===== src/design/tar_header_stream_parser_core_assert.svh =====
// ----------------------------------------------------------------------------
// Assertion macros for the tar header stream parser.
// Each macro samples on the rising edge of clk and is disabled while rst is high.
// ----------------------------------------------------------------------------
`ifndef TAR_HEADER_STREAM_PARSER_CORE_ASSERT_SVH
`define TAR_HEADER_STREAM_PARSER_CORE_ASSERT_SVH

// A condition that must hold at every clock edge.
`define TSHP_ASSERT_ALWAYS(lbl, cond, msg) \
  lbl: assert property (@(posedge clk) disable iff (rst) (cond)) else $error(msg);

// A condition that must hold in the cycle after a trigger.
`define TSHP_ASSERT_NEXT(lbl, ante, cons, msg) \
  lbl: assert property (@(posedge clk) disable iff (rst) (ante) |=> (cons)) else $error(msg);

`endif


===== src/design/tshp_pkg.sv =====
// ----------------------------------------------------------------------------
// tshp_pkg
// Shared constants and types of the tar header stream parser: the block
// geometry, the ustar header field offsets, the record kinds and the header
// status bundle.
// ----------------------------------------------------------------------------
package tshp_pkg;

  localparam int unsigned BLOCK_BYTES = 512;
  localparam int unsigned POS_W       = 9;
  localparam int unsigned SIZE_W      = 36;
  localparam int unsigned SKIP_W      = 37;
  localparam int unsigned SUM_W       = 17;
  localparam int unsigned CSUM_W      = 24;

  // Header field offsets inside a 512-byte block.
  localparam logic [POS_W-1:0] SIZE_FIRST  = 9'd124;
  localparam logic [POS_W-1:0] SIZE_END    = 9'd136;
  localparam logic [POS_W-1:0] CSUM_FIRST  = 9'd148;
  localparam logic [POS_W-1:0] CSUM_END    = 9'd156;
  localparam logic [POS_W-1:0] TYPE_POS    = 9'd156;
  localparam logic [POS_W-1:0] MAGIC_FIRST = 9'd257;
  localparam logic [POS_W-1:0] MAGIC_END   = 9'd262;
  localparam logic [POS_W-1:0] LAST_POS    = POS_W'(BLOCK_BYTES - 1);

  localparam logic [7:0] CHAR_SPACE = 8'h20;
  localparam logic [7:0] CHAR_ZERO  = 8'h30;
  localparam logic [7:0] CHAR_SEVEN = 8'h37;
  localparam logic [7:0] TYPE_FILE  = 8'h30;
  localparam logic [7:0] TYPE_DIR   = 8'h35;

  // Record kinds on the result channel.
  localparam logic [1:0] KIND_FILE = 2'd0;
  localparam logic [1:0] KIND_DIR  = 2'd1;
  localparam logic [1:0] KIND_DATA = 2'd2;
  localparam logic [1:0] KIND_END  = 2'd3;

  typedef struct packed {
    logic              name_empty;
    logic              hdr_ok;
    logic [7:0]        type_byte;
    logic [SIZE_W-1:0] size;
  } hdr_info_t;

  // The five characters of the ustar magic.
  function automatic logic [7:0] magic_char(input logic [2:0] idx);
    logic [7:0] ch;
    unique case (idx)
      3'd0:    ch = 8'h75;
      3'd1:    ch = 8'h73;
      3'd2:    ch = 8'h74;
      3'd3:    ch = 8'h61;
      3'd4:    ch = 8'h72;
      default: ch = 8'h00;
    endcase
    return ch;
  endfunction

endpackage


===== src/design/tshp_in_if.sv =====
// ----------------------------------------------------------------------------
// tshp_in_if
// Archive byte channel: one archive byte per beat, with a flag on the last.
// ----------------------------------------------------------------------------
interface tshp_in_if;
  logic       valid;
  logic       ready;
  logic [7:0] archive_byte;
  logic       final_byte;

  modport source (output valid, output archive_byte, output final_byte, input ready);
  modport sink   (input valid, input archive_byte, input final_byte, output ready);
endinterface


===== src/design/tshp_out_if.sv =====
// ----------------------------------------------------------------------------
// tshp_out_if
// Result channel: one entry, data or end record per beat.
// ----------------------------------------------------------------------------
interface tshp_out_if
  import tshp_pkg::*;
();
  logic              valid;
  logic              ready;
  logic [1:0]        kind;
  logic [7:0]        entry_type;
  logic [SIZE_W-1:0] entry_size;
  logic [7:0]        data_byte;
  logic              last_data;

  modport source (output valid, output kind, output entry_type, output entry_size,
                  output data_byte, output last_data, input ready);
  modport sink   (input valid, input kind, input entry_type, input entry_size,
                  input data_byte, input last_data, output ready);
endinterface


===== src/design/tshp_hdr.sv =====
// ----------------------------------------------------------------------------
// tshp_hdr
// Header field collector: running byte sum, octal size and checksum fields,
// type flag, magic check and empty-name flag, updated one header byte a beat.
// ----------------------------------------------------------------------------
module tshp_hdr
  import tshp_pkg::*;
(
  input  logic             clk,
  input  logic             rst,
  input  logic             step,
  input  logic             clear,
  input  logic [POS_W-1:0] pos,
  input  logic [7:0]       hdr_byte,
  output hdr_info_t        info
);

  logic [SUM_W-1:0]  byte_sum, byte_sum_next;
  logic [CSUM_W-1:0] stored_checksum, stored_checksum_next;
  logic              csum_stopped, csum_stopped_next;
  logic [SIZE_W-1:0] size_acc, size_acc_next;
  logic              size_stopped, size_stopped_next;
  logic              magic_matches, magic_matches_next;
  logic [7:0]        type_byte, type_byte_next;
  logic              name_empty, name_empty_next;

  logic              is_first, octal, in_size, in_csum, in_magic;
  logic [SUM_W-1:0]  base_sum;
  logic [CSUM_W-1:0] base_csum;
  logic              base_csum_stop, base_size_stop, base_magic;
  logic [SIZE_W-1:0] base_size;
  logic [7:0]        base_type, sum_byte;
  logic [2:0]        magic_idx;

  always_comb begin
    is_first  = (pos == '0);
    octal     = (hdr_byte >= CHAR_ZERO) && (hdr_byte <= CHAR_SEVEN);
    in_size   = (pos >= SIZE_FIRST) && (pos < SIZE_END);
    in_csum   = (pos >= CSUM_FIRST) && (pos < CSUM_END);
    in_magic  = (pos >= MAGIC_FIRST) && (pos < MAGIC_END);
    magic_idx = 3'(pos - MAGIC_FIRST);

    // The first byte of a header block starts from cleared fields.
    base_sum       = is_first ? '0 : byte_sum;
    base_csum      = is_first ? '0 : stored_checksum;
    base_csum_stop = is_first ? 1'b0 : csum_stopped;
    base_size      = is_first ? '0 : size_acc;
    base_size_stop = is_first ? 1'b0 : size_stopped;
    base_magic     = is_first ? 1'b1 : magic_matches;
    base_type      = is_first ? 8'h00 : type_byte;

    byte_sum_next        = byte_sum;
    stored_checksum_next = stored_checksum;
    csum_stopped_next    = csum_stopped;
    size_acc_next        = size_acc;
    size_stopped_next    = size_stopped;
    magic_matches_next   = magic_matches;
    type_byte_next       = type_byte;
    name_empty_next      = name_empty;

    if (step) begin
      // The checksum field itself counts as eight spaces.
      sum_byte      = in_csum ? CHAR_SPACE : hdr_byte;
      byte_sum_next = base_sum + SUM_W'(sum_byte);

      stored_checksum_next = base_csum;
      csum_stopped_next    = base_csum_stop;
      if (in_csum) begin
        if (!base_csum_stop && octal) begin
          stored_checksum_next = {base_csum[CSUM_W-4:0], hdr_byte[2:0]};
        end else begin
          csum_stopped_next = 1'b1;
        end
      end

      size_acc_next     = base_size;
      size_stopped_next = base_size_stop;
      if (in_size) begin
        if (!base_size_stop && octal) begin
          size_acc_next = {base_size[SIZE_W-4:0], hdr_byte[2:0]};
        end else begin
          size_stopped_next = 1'b1;
        end
      end

      type_byte_next = (pos == TYPE_POS) ? hdr_byte : base_type;

      magic_matches_next = base_magic;
      if (in_magic && (hdr_byte != magic_char(magic_idx))) begin
        magic_matches_next = 1'b0;
      end

      if (is_first) begin
        name_empty_next = (hdr_byte == 8'h00);
      end
    end else begin
      sum_byte = 8'h00;
    end

    info.name_empty = name_empty_next;
    info.hdr_ok     = magic_matches_next &&
                      ({{(CSUM_W-SUM_W){1'b0}}, byte_sum_next} == stored_checksum_next);
    info.type_byte  = type_byte_next;
    info.size       = size_acc_next;
  end

  always_ff @(posedge clk) begin
    if (rst || clear) begin
      byte_sum        <= '0;
      stored_checksum <= '0;
      csum_stopped    <= 1'b0;
      size_acc        <= '0;
      size_stopped    <= 1'b0;
      magic_matches   <= 1'b1;
      type_byte       <= 8'h00;
      name_empty      <= 1'b0;
    end else begin
      byte_sum        <= byte_sum_next;
      stored_checksum <= stored_checksum_next;
      csum_stopped    <= csum_stopped_next;
      size_acc        <= size_acc_next;
      size_stopped    <= size_stopped_next;
      magic_matches   <= magic_matches_next;
      type_byte       <= type_byte_next;
      name_empty      <= name_empty_next;
    end
  end

endmodule


===== src/design/tar_header_stream_parser_core.sv =====
// ----------------------------------------------------------------------------
// tar_header_stream_parser_core
// Streams a ustar archive one byte per beat and emits entry, data and end
// records. The block takes one archive byte every clock cycle, with no gaps,
// as long as the result side keeps up; each byte is registered on entry and
// its record, if any, lands in the result register when the byte is processed;
// processing waits while an earlier record is not yet taken. Throughput is
// set by the result register alone: while a record waits there, one more byte
// is held in the input register and then the archive side stalls. Header
// blocks produce at most one record (at their last byte), data bytes of a
// regular file produce one data record each, and padding, skipped blocks and
// everything after the end of the archive produce nothing. A beat with
// final_byte set returns the parser to its start state once handled.
// ----------------------------------------------------------------------------
module tar_header_stream_parser_core
  import tshp_pkg::*;
(
  input  logic       clk,
  input  logic       rst,
  tshp_in_if.sink    archive,
  tshp_out_if.source result
);

  `include "tar_header_stream_parser_core_assert.svh"

  localparam logic [1:0] PH_HEADER = 2'd0;
  localparam logic [1:0] PH_DATA   = 2'd1;
  localparam logic [1:0] PH_ENDED  = 2'd2;

  localparam logic [SKIP_W-1:0] BLOCK_MASK = SKIP_W'(BLOCK_BYTES - 1);

  // Input register.
  logic       in_full;
  logic [7:0] in_byte;
  logic       in_final;

  // Parser state.
  logic [1:0]        phase, phase_next;
  logic [POS_W-1:0]  pos, pos_next;
  logic [SIZE_W-1:0] data_left, data_left_next;
  logic [SKIP_W-1:0] skip_left, skip_left_next, skip_dec;

  // Result register.
  logic              out_valid;
  logic [1:0]        out_kind;
  logic [7:0]        out_type;
  logic [SIZE_W-1:0] out_size;
  logic [7:0]        out_data;
  logic              out_last;

  logic              proc_fire, hdr_step, emit;
  logic [1:0]        emit_kind;
  logic [7:0]        emit_type;
  logic [SIZE_W-1:0] emit_size;
  logic [7:0]        emit_data;
  logic              emit_last;
  hdr_info_t         info;

  assign proc_fire     = in_full && (!out_valid || result.ready);
  assign archive.ready = !in_full || proc_fire;
  assign hdr_step      = proc_fire && (phase == PH_HEADER);

  tshp_hdr u_hdr (
    .clk      (clk),
    .rst      (rst),
    .step     (hdr_step),
    .clear    (proc_fire && in_final),
    .pos      (pos),
    .hdr_byte (in_byte),
    .info     (info)
  );

  always_comb begin
    phase_next     = phase;
    pos_next       = pos;
    data_left_next = data_left;
    skip_left_next = skip_left;
    skip_dec       = skip_left;
    emit           = 1'b0;
    emit_kind      = KIND_END;
    emit_type      = 8'h00;
    emit_size      = '0;
    emit_data      = 8'h00;
    emit_last      = 1'b0;

    unique case (phase)
      PH_HEADER: begin
        if (pos == LAST_POS) begin
          pos_next = '0;
          if (info.name_empty) begin
            emit       = 1'b1;
            emit_kind  = KIND_END;
            phase_next = PH_ENDED;
          end else if (info.hdr_ok) begin
            if ((info.type_byte == TYPE_FILE) || (info.type_byte == TYPE_DIR)) begin
              emit      = 1'b1;
              emit_kind = (info.type_byte == TYPE_FILE) ? KIND_FILE : KIND_DIR;
              emit_type = info.type_byte;
              emit_size = info.size;
            end
            data_left_next = (info.type_byte == TYPE_FILE) ? info.size : '0;
            // Data area rounded up to whole blocks.
            skip_left_next = ({1'b0, info.size} + BLOCK_MASK) & ~BLOCK_MASK;
            phase_next     = (skip_left_next != '0) ? PH_DATA : PH_HEADER;
          end
        end else begin
          pos_next = pos + 1'b1;
        end
      end
      PH_DATA: begin
        if (data_left != '0) begin
          emit           = 1'b1;
          emit_kind      = KIND_DATA;
          emit_type      = info.type_byte;
          emit_size      = info.size;
          emit_data      = in_byte;
          emit_last      = (data_left == SIZE_W'(1));
          data_left_next = data_left - 1'b1;
        end
        if (skip_left != '0) begin
          skip_dec = skip_left - 1'b1;
        end
        skip_left_next = skip_dec;
        if (skip_dec == '0) begin
          data_left_next = '0;
          phase_next     = PH_HEADER;
          pos_next       = '0;
        end
      end
      default: begin
        // After the end record, bytes are dropped until the final beat.
      end
    endcase
  end

  always_ff @(posedge clk) begin
    if (rst) begin
      in_full <= 1'b0;
    end else if (archive.valid && archive.ready) begin
      in_full <= 1'b1;
    end else if (proc_fire) begin
      in_full <= 1'b0;
    end
  end

  always_ff @(posedge clk) begin
    if (archive.valid && archive.ready) begin
      in_byte  <= archive.archive_byte;
      in_final <= archive.final_byte;
    end
  end

  always_ff @(posedge clk) begin
    if (rst || (proc_fire && in_final)) begin
      phase     <= PH_HEADER;
      pos       <= '0;
      data_left <= '0;
      skip_left <= '0;
    end else if (proc_fire) begin
      phase     <= phase_next;
      pos       <= pos_next;
      data_left <= data_left_next;
      skip_left <= skip_left_next;
    end
  end

  always_ff @(posedge clk) begin
    if (rst) begin
      out_valid <= 1'b0;
    end else if (proc_fire) begin
      out_valid <= emit;
    end else if (result.ready) begin
      out_valid <= 1'b0;
    end
  end

  always_ff @(posedge clk) begin
    if (proc_fire && emit) begin
      out_kind <= emit_kind;
      out_type <= emit_type;
      out_size <= emit_size;
      out_data <= emit_data;
      out_last <= emit_last;
    end
  end

  assign result.valid      = out_valid;
  assign result.kind       = out_kind;
  assign result.entry_type = out_type;
  assign result.entry_size = out_size;
  assign result.data_byte  = out_data;
  assign result.last_data  = out_last;

  // The data area always covers the remaining file bytes.
  `TSHP_ASSERT_ALWAYS(a_data_within_skip, ({1'b0, data_left} <= skip_left), "file bytes exceed data area")
  `TSHP_ASSERT_ALWAYS(a_data_phase_has_skip, (phase != PH_DATA) || (skip_left != '0), "data phase with empty data area")
  `TSHP_ASSERT_ALWAYS(a_pos_only_in_header, (pos == '0) || (phase == PH_HEADER), "block position moved outside a header")
  `TSHP_ASSERT_NEXT(a_mid_header_silent, proc_fire && (phase == PH_HEADER) && (pos != LAST_POS), !out_valid, "record emitted inside a header block")

endmodule

===== src/flat_wrapper.sv =====
// flat-port wrapper written by rule: the top's interface ports become plain ports
module tar_header_stream_parser_core_flat import tshp_pkg::*;
  (clk, rst, archive_valid, archive_archive_byte, archive_final_byte, archive_ready, result_valid, result_kind, result_entry_type, result_entry_size, result_data_byte, result_last_data, result_ready);
  tshp_in_if archive_i ();
  tshp_out_if result_i ();
  input  logic clk;
  input  logic rst;
  input wire logic [$bits(archive_i.valid)-1:0] archive_valid;
  input wire logic [$bits(archive_i.archive_byte)-1:0] archive_archive_byte;
  input wire logic [$bits(archive_i.final_byte)-1:0] archive_final_byte;
  output wire logic [$bits(archive_i.ready)-1:0] archive_ready;
  output wire logic [$bits(result_i.valid)-1:0] result_valid;
  output wire logic [$bits(result_i.kind)-1:0] result_kind;
  output wire logic [$bits(result_i.entry_type)-1:0] result_entry_type;
  output wire logic [$bits(result_i.entry_size)-1:0] result_entry_size;
  output wire logic [$bits(result_i.data_byte)-1:0] result_data_byte;
  output wire logic [$bits(result_i.last_data)-1:0] result_last_data;
  input wire logic [$bits(result_i.ready)-1:0] result_ready;
  assign archive_i.valid = archive_valid;
  assign archive_i.archive_byte = archive_archive_byte;
  assign archive_i.final_byte = archive_final_byte;
  assign archive_ready = archive_i.ready;
  assign result_valid = result_i.valid;
  assign result_kind = result_i.kind;
  assign result_entry_type = result_i.entry_type;
  assign result_entry_size = result_i.entry_size;
  assign result_data_byte = result_i.data_byte;
  assign result_last_data = result_i.last_data;
  assign result_i.ready = result_ready;
  tar_header_stream_parser_core u_core (.clk(clk), .rst(rst), .archive(archive_i), .result(result_i));
endmodule

===== config.mk =====
export PLATFORM = sky130hd
export DESIGN_NAME = tar_header_stream_parser_core_flat
export DESIGN_NICKNAME = d
export VERILOG_FILES = /design/src/design/tshp_pkg.sv /design/src/design/tshp_in_if.sv /design/src/design/tshp_out_if.sv /design/src/design/tshp_hdr.sv /design/src/design/tar_header_stream_parser_core.sv /design/src/flat_wrapper.sv
export VERILOG_INCLUDE_DIRS = /design/src /design/src/design
export SDC_FILE = /design/constraint.sdc
export NUM_CORES = 1
export LEC_CHECK = 0
export BUFFER_PORTS_ARGS = -buffer_cell sky130_fd_sc_hd__clkbuf_2
export CAP_MARGIN = 20
export CORE_UTILIZATION = 45
export DETAILED_ROUTE_END_ITERATION = 6
export SLEW_MARGIN = 20
export SYNTH_ARGS = -nofsm -noshare
export SYNTH_HDL_FRONTEND = slang
export SYNTH_HIERARCHICAL = 1
export SYNTH_SLANG_ARGS = --single-unit

===== constraint.sdc =====
create_clock -name clk -period 8.4 [get_ports clk]
set_input_delay 1.26 -clock clk [delete_from_list [all_inputs] [get_ports clk]]
set_output_delay 1.26 -clock clk [all_outputs]
set_load 0.01 [all_outputs]

======== After elaboration in Yosys (flattened, before gate mapping) ========
Index checks and enable logic that the tools add are counted.
storage, ports and cells
  word-level logic and storage cells ...... 168
  register bits after elaboration ......... 239
  bits of input ports ..................... 13
operators by class
  equality and inequality tests ........... 18
  muxes and demuxes ....................... 78
  magnitude comparators ................... 8
  reduce and logical (&&, ||, !) cells .... 37
  add/sub/neg operators ................... 6
operator list
  kind                                                                   count
  36-bit two-way mux                                                     15
  37-bit two-way mux                                                     5
  36-bit case mux with 2 select lines                                    2
  24-bit two-way mux                                                     4
  8-bit two-way mux                                                      10
  37-bit case mux with 2 select lines                                    1
  37-bit nonzero test                                                    2
  36-bit by 9-bit adder with 37-bit output (second input constant)       1
  37-bit zero test                                                       1
  37-bit by 1-bit subtractor with 37-bit output (second input constant)  1
  36-bit by 1-bit == test with 1-bit output (second input constant)      1
  36-bit nonzero test                                                    1
  36-bit by 1-bit subtractor with 36-bit output (second input constant)  1
  7-bit case mux with 5 select lines                                     1
  17-bit two-way mux                                                     2
  17-bit by 24-bit == test with 1-bit output                             1
  1-bit two-way mux                                                      23
  9-bit by 8-bit < comparator with 1-bit output (second input constant)  2
  9-bit two-way mux                                                      2
  9-bit case mux with 2 select lines                                     1
  17-bit by 8-bit adder with 17-bit output                               1
  8-bit by 6-bit == test with 1-bit output (second input constant)       2
  2-bit two-way mux                                                      8
  8-bit case mux with 2 select lines                                     1
  other kinds (33)                                                       58

======== Logic depth before layout (Yosys ltp) ========
Gate-level depths: netlist of run 1.
  depth in word-level cells ............... 15
  gate-level depth with buffers ........... 23

======== By module ========
Netlist of run 1, hierarchy kept.
by module, submodules not included
  module                         cells an instance  area an instance (um2)  sequential area each (um2)  instances
  tar_header_stream_parser_core  1,038              8,798.4                 3,643.5                     1
  tshp_hdr                       532                4,738.3                 1,781.7                     1

======== Worst setup path after synthesis of run 1 ========
Ideal clock, no wire load.
  kind .................................... input to register
  from .................................... input port result_ready
  to ...................................... register u_core.out_data[0] (netlist: u_core/result.data_byte[0]), enable pin
  buffers on the path ..................... 4
  stages .................................. 19
  arrival ................................. 7.182 ns
  setup slack ............................. 0.750 ns
  required time ........................... 7.932 ns
  setup time .............................. 0.468 ns
  cells stage by stage .................... nand2b_1 > nand2_1 > or2_2 > clkbuf_1 > nor2_1 > clkbuf_1 > clkbuf_1 > clkbuf_1 > o21ai_1 > a22o_1 > nor4b_2 > nand4_1 > or4_1 > nor4_2 > and3_1 > o21ai_0 > nor2_1 > a21oi_1 > nor2_1
RTL lines
  element               RTL line                              source
  from (decl)           flat_wrapper.sv:18                    input wire logic [$bits(result_i.ready)-1:0] result_ready;
  to (signal assigned)  tar_header_stream_parser_core.sv:182  out_data <= emit_data;
  to (decl)             tar_header_stream_parser_core.sv:48   logic [7:0] out_data;

==> metrics.cfg, run 1 <==
[routing]
dr_total_vias = 12370
routed_via_density = 6.191
route.detailed.drc = 0
first_iter_violations = 1182
dr.pass1.iters = 5
wl_mm = 38.80
wl_per_cell_um = 19.42
ant_nets = 0

[timing]
max_freq_ghz = 0.1515
slew_headroom_pct = 24.53
setup_viol = 0
fin_crit_sh_pct = 78.58
min_period_ns = 6.601
rsz0062_at_grt = false
holdWs_ns = 0.4865
hold_viol = 0
tns_ns = 0
skew_ns = 0.01512
worst_pin_slew_ns = 1.103
slew_viol_final = 0

[min_path]
hold_path.class = flip-flop to flip-flop

[clock_tree]
h-tree-depth = 1
cts_tree = built
clock_tree.root_cell = clkbuf_16
clk_pin_slew_ns = 0.06
cts_buffers = 27
worstSkewPairLatency_ns = 0.54
postCtsSetupBuffers = 0
cts_resized = 0
clock_sinks = 239
clockBufferDepth = 3
cts_hold_buf = 0

[power_and_ir_drop]
power_frac_clock_pct = 49.4
p_int_uw = 1986
combinationalPowerShare_pct = 3.9
power.share.sequential_pct = 46.6
cellPowerDensity_mw_per_mm2 = 169.6
peakVddDrop_mv = 0.1310
p_sw_uw = 579.9
finalPower_uw = 2566
switching_share_pct = 22.60
leakagePower_uw = 0.005479

[layout]
area_growth_pct = 11.78
mostFrequentLayoutCells = 175 x dfxtp_1, 144 x nor2_1, 119 x nand2_1, 72 x and2_1, 71 x o21ai_0
drive_gt1_share_pct = 11.88
diodes = 0
final_common_cell = dfxtp_1
nNetsFinal = 1616
final_cells = 1998

[worst_setup_path]
crit_path_start_kind = flip-flop
path_max_fanout = 55
slowest_delay_ns = 0.60
crit_top_cell = nor2_1
cp_num_buf_inv = 1
cp-end-kind = flip-flop
cp_slowest_cell = a2111oi_0
crit_path_cell_trace = nand4bb_1 -> or3_1 -> and2_1 -> ha_1 -> fa_1 -> a21o_1 -> a2111oi_0 -> nor2_1 -> nor2_1 -> a211oi_1 -> xor2_1 -> or4_1 -> nor4_2 -> and3_1 -> o21ai_0 -> nor2_1 -> a21oi_1 -> nor2_4 -> buf_4
path_class = flip-flop to flip-flop
path_delay_family = simple AND/OR/NAND/NOR gates
critPathArrivalTime_ns = 6.77
critPathRequiredTime_ns = 8.57

[global_route]
grt-ovfl-total = 0
track_usage_pct = 24.80
antenna_found_initial = 0
grt_max_degree = 59
grt_pass1_wl_mm = 61.73
grt_pass1_vias = 11260

[yosys]
synthCells = 1570
ys_types = 83
ys_warn_count = 6
netlist_area_mm2 = 0.01354
avgSynthCellArea_um2 = 8.622
ys_seq_area_share_pct = 40.08
synth-edff-count = 64
synthArstFlopShare_pct = 0
synthFlopType = dfxtp_1
syn_nets = 1599
ys_ff_latch = 239

[placement]
gp_congestion = 0.8903
hpwl_mm = 26.56
io_buffers = 69
place_inst = 1947

[die]
core_area_mm2 = 0.02964
die_h_um = 175.4
die_w_um = 175.4
rows = 63
initial_core_util_pct = 45.67
ios = 70
die-area_mm2 = 0.03078

[outcome]
status = finished clean

[flow_run]
maxCapViolations = 0

cell usage after synthesis, drive strengths merged, types with 15 or more instances:
master	count	area (um2)
dfxtp	175	3503
nor2	149	559.3
nand2	119	446.7
clkbuf	84	315.3
o21ai	77	389.1
and2	72	450.4
a21oi	65	325.3
nor3	65	325.3
edfxtp	64	1922
a22o	47	411.6
nor2b	46	287.8
nor4	45	357.8
nand3	42	210.2
xnor2	42	367.9
inv	40	150.1
and3	37	231.5
a22oi	30	225.2
o22ai	27	206.5
a31oi	26	177.7
a211oi	23	172.7
or4	21	165.2
a221oi	20	212.7
nand4	20	125.1
or3	19	118.9
xor2	19	166.4
buf	17	106.3
nand2b	17	106.4
ha	15	187.7
logic make-up (layout without fill, tap and decap cells):
group,Yosys count,in the layout,synth area share [%]
multiplexers,10,10,0.7856
AO/OA/AOI/OAI,404,404,21.53
XOR/XNOR,61,61,3.947
adder cells (fa/ha/maj),16,16,1.534
flip-flops,239,239,40.08
AND/OR/NAND/NOR,699,699,27.90
buffers and inverters,141,179,4.224
flip-flops by register name, indices dropped and copies added, names as in the netlist, 9 cells and up:
register and flops:
u_core/data_left 36, u_core/pos 9, u_core/result.entry_size 36, u_core/skip_left 37
u_core/u_hdr/byte_sum 17, u_core/u_hdr/size_acc 36, u_core/u_hdr/stored_checksum 24
area by class of cell:
type / count / area (um2)
Sequential cell: 239 / 5425
Multi-Input combinational cell: 1190 / 7595
Clock inverter: 17 / 229.0
Fill cell: 2835 / 14510
Clock buffer: 33 / 728.2
Inverter: 40 / 150.1
Timing Repair Buffer: 89 / 515.5
Tap cell: 390 / 488.0
power groups by stage:
| stage | Combinational [uW] | Clock [uW] | Sequential (uW) |
|---|---|---|---|
| 6_report | 101 | 1270 | 1200 |
| 5_1_grt | 110 | 1340 | 1200 |
| 4_1_cts | 101 | 1290 | 1200 |
| 3_5_place_dp | 100 | 0 | 1220 |
| 3_3_place_gp | 98.8 | 0 | 1220 |
| 2_1_floorplan | 70.8 | 0 | 1210 |
tightest hold or removal path: stages (launching register included):
cell and delay [ns]:
dfxtp_1 0.31, inv_1 0.07, a211oi_1 0.06
layer usage:
| metal | GRT usage [%] | vias to the layer above | routed length, um | share of wire, % |
|---|---|---|---|---|
| met2 | 39.24 | 481 | 17490 | 45 |
| met3 | 2.835 | 56 | 2596 | 6.7 |
| met1 | 35.93 | 5926 | 17940 | 46 |
| li1 | - | 5906 | - | - |
| met4 | 5.942 | 0 | 770 | 2.0 |
| met5 | 0 | - | 0 | 0 |
final timing paths:
| path | cells after the start | start | slack, ns | end |
|---|---|---|---|---|
| hold / removal | 2 | u_core/data_left[34]$_SDFFE_PP0P_ | 0.49 | u_core/data_left[34]$_SDFFE_PP0P_ |
| setup reg to reg | 19 | u_core/pos[7]$_SDFFE_PP0P_ | 1.80 | u_core/result.entry_size[34]$_DFFE_PP_ |
| setup / recovery | 19 | u_core/pos[7]$_SDFFE_PP0P_ | 1.80 | u_core/result.entry_size[34]$_DFFE_PP_ |
| hold reg to reg | 2 | u_core/data_left[34]$_SDFFE_PP0P_ | 0.49 | u_core/data_left[34]$_SDFFE_PP0P_ |
metrics by stage:
step / utilization [%] / instance area (um2) / worst slack (ns)
final: 51.05 / 15130 / 1.799
after global routing: 51.05 / 15130 / 1.240
after CTS: 50.96 / 15100 / 1.900
after detailed placement: 47.73 / 14150 / 1.700
after global placement: 47.73 / 14150 / 1.715
after floorplan: - / 13540 / 0.7496
Power figures use the tool's default switching activity.
==> run 2, diff against run 1 <==
- clock period: 8.4 -> 5.72 ns (I/O delays scaled with it)
==> metrics.cfg, run 2 (synthesized netlist as in run 1, its figures left out) <==
[outcome]
status = finished clean

[clock_tree]
clk_pin_slew_ns = 0.06
clock_tree.root_cell = clkbuf_16
cts_buffers = 27
clock_sinks = 239
worstSkewPairLatency_ns = 0.54
cts_hold_buf = 0
h-tree-depth = 1
clockBufferDepth = 3
cts_tree = built

[timing]
setup_viol = 0
slew_viol_final = 0
min_period_ns = 5.481
skew_ns = 0.01297
hold_viol = 0
slew_headroom_pct = 45.09
fin_crit_sh_pct = 95.82
worst_pin_slew_ns = 0.8133
max_freq_ghz = 0.1825
holdWs_ns = 0.4794

[layout]
diodes = 0
drive_gt1_share_pct = 15.36
mostFrequentLayoutCells = 175 x dfxtp_1, 144 x nor2_1, 118 x nand2_1, 72 x and2_1, 71 x o21ai_0
final_common_cell = dfxtp_1
regMostFlops = u_core/skip_left
largest_reg_flops = 37
regArea_mm2 = 0.005425
design_area_mm2 = 0.01556
area_growth_pct = 14.93
fill_cells = 2845
multi_input_area_mm2 = 0.007671
utilization_pct = 52.49
final_cells = 2050
nNetsFinal = 1668

[worst_setup_path]
worstSetupStartpoint = u_core/pos[5]$_SDFFE_PP0P_
crit_path_start_kind = flip-flop
reg2reg_from = u_core/pos[5]$_SDFFE_PP0P_
critPathArrivalTime_ns = 5.91
critPathRequiredTime_ns = 6.15
path_max_fanout = 9
rr_worst_depth = 20
path_class = flip-flop to flip-flop
ff2ff_setup_slack_ns = 0.24
r2r_end = u_core/data_left[30]$_SDFFE_PP0P_
cp-end-kind = flip-flop

[flow_run]
maxCapViolations = 0

[die]
die_h_um = 175.4
die-area_mm2 = 0.03078
die_w_um = 175.4
core_area_mm2 = 0.02964
rows = 63
initial_core_util_pct = 45.67
ios = 70

[routing]
dr_total_vias = 12510
wl_per_cell_um = 19.36
first_iter_violations = 1135
routed_via_density = 6.101
wl_mm = 39.69
ant_nets = 0
dr.pass1.iters = 5
route.detailed.drc = 0

[min_path]
min_from = u_core/data_left[25]$_SDFFE_PP0P_
hold_path.class = flip-flop to flip-flop
hold_end = u_core/data_left[25]$_SDFFE_PP0P_
worstHoldPathCells = 2

[placement]
place_area_mm2 = 0.01457
hpwl_mm = 27.74
place_inst = 1997
gp_congestion = 0.9373
io_buffers = 69

[power_and_ir_drop]
finalPower_uw = 3665
cellPowerDensity_mw_per_mm2 = 235.6
peakVddDrop_mv = 0.1983
leakagePower_uw = 0.005731

[global_route]
grt_max_degree = 56
grt_pass1_wl_mm = 62.72
grt-ovfl-total = 0
track_usage_pct = 25.24
antenna_found_initial = 0
grt_pass1_vias = 11350

[run 2: stage by stage]
stage	TNS, ns	setup slack, ns
detailed placement	-0.01811	-0.01454
finish	0	0.2393
global route	-0.002111	-0.002111
CTS	0	0.07158
floorplan	0	0.007108
global placement	0	0.05583
[run 2: final cells by class]
class | count | share of cell area, %
inverters | 40 | 0.9651
repair buffers | 141 | 6.048
clock inverters | 19 | 1.231
well taps | 390 | 3.137
flip-flops and latches | 239 | 34.87
multi-input cells | 1190 | 49.31
clock buffers | 31 | 4.439
[run 2: critical path, stage by stage, from the launching register on]
cell	delay, ns
dfxtp_1	0.35
nand4bb_1	0.21
or3_4	0.43
and2_1	0.18
ha_1	0.24
fa_1	0.42
a21o_1	0.23
a2111oi_1	0.36
buf_4	0.18
a2111oi_0	0.06
a211oi_1	0.38
xor2_1	0.10
or4_1	0.57
nor4_4	0.25
and3b_2	0.28
nor2_1	0.07
nor2_4	0.25
nand2_1	0.24
buf_4	0.25
o21ai_0	0.20
o2bb2ai_1	0.10
[run 2: worst max path at each step]
| stage | end | cells after the start |
|---|---|---|
| 2_1_floorplan | u_core/result.data_byte[0]$_SDFFCE_PN0P_ | 19 |
| 3_3_place_gp | u_core/skip_left[22]$_SDFFE_PP0P_ | 21 |
| 3_5_place_dp | u_core/data_left[30]$_SDFFE_PP0P_ | 21 |
| 4_1_cts | u_core/skip_left[22]$_SDFFE_PP0P_ | 21 |
| 5_1_grt | u_core/data_left[29]$_SDFFE_PP0P_ | 20 |
| 6_report | u_core/data_left[30]$_SDFFE_PP0P_ | 20 |
[run 2: what timing repair did]
item / in CTS / in global routing
pin swaps: 0 / 1
setup endpoints to repair: 3 / 104
setup buffers: 0 / 2
resized for setup: 1 / 13
gates cloned: 0 / 1
[run 2: power by group]
group | leakage [uW] | total [uW] | switching (uW) | internal [uW]
sequential | 0.00193 | 1750 | 12.2 | 1740
clock | 0.000430 | 1740 | 737 | 1010
combinational | 0.00337 | 170 | 114 | 56.2
[run 2: layer usage]
layer  wire, um  up-vias  global-route usage (%)
met1      18660     5969                   36.51
met3       2721       73                   4.048
met2      17510      462                   38.84
met4        804        0                   6.703
met5          0        -                       0
li1           -     6003                       -
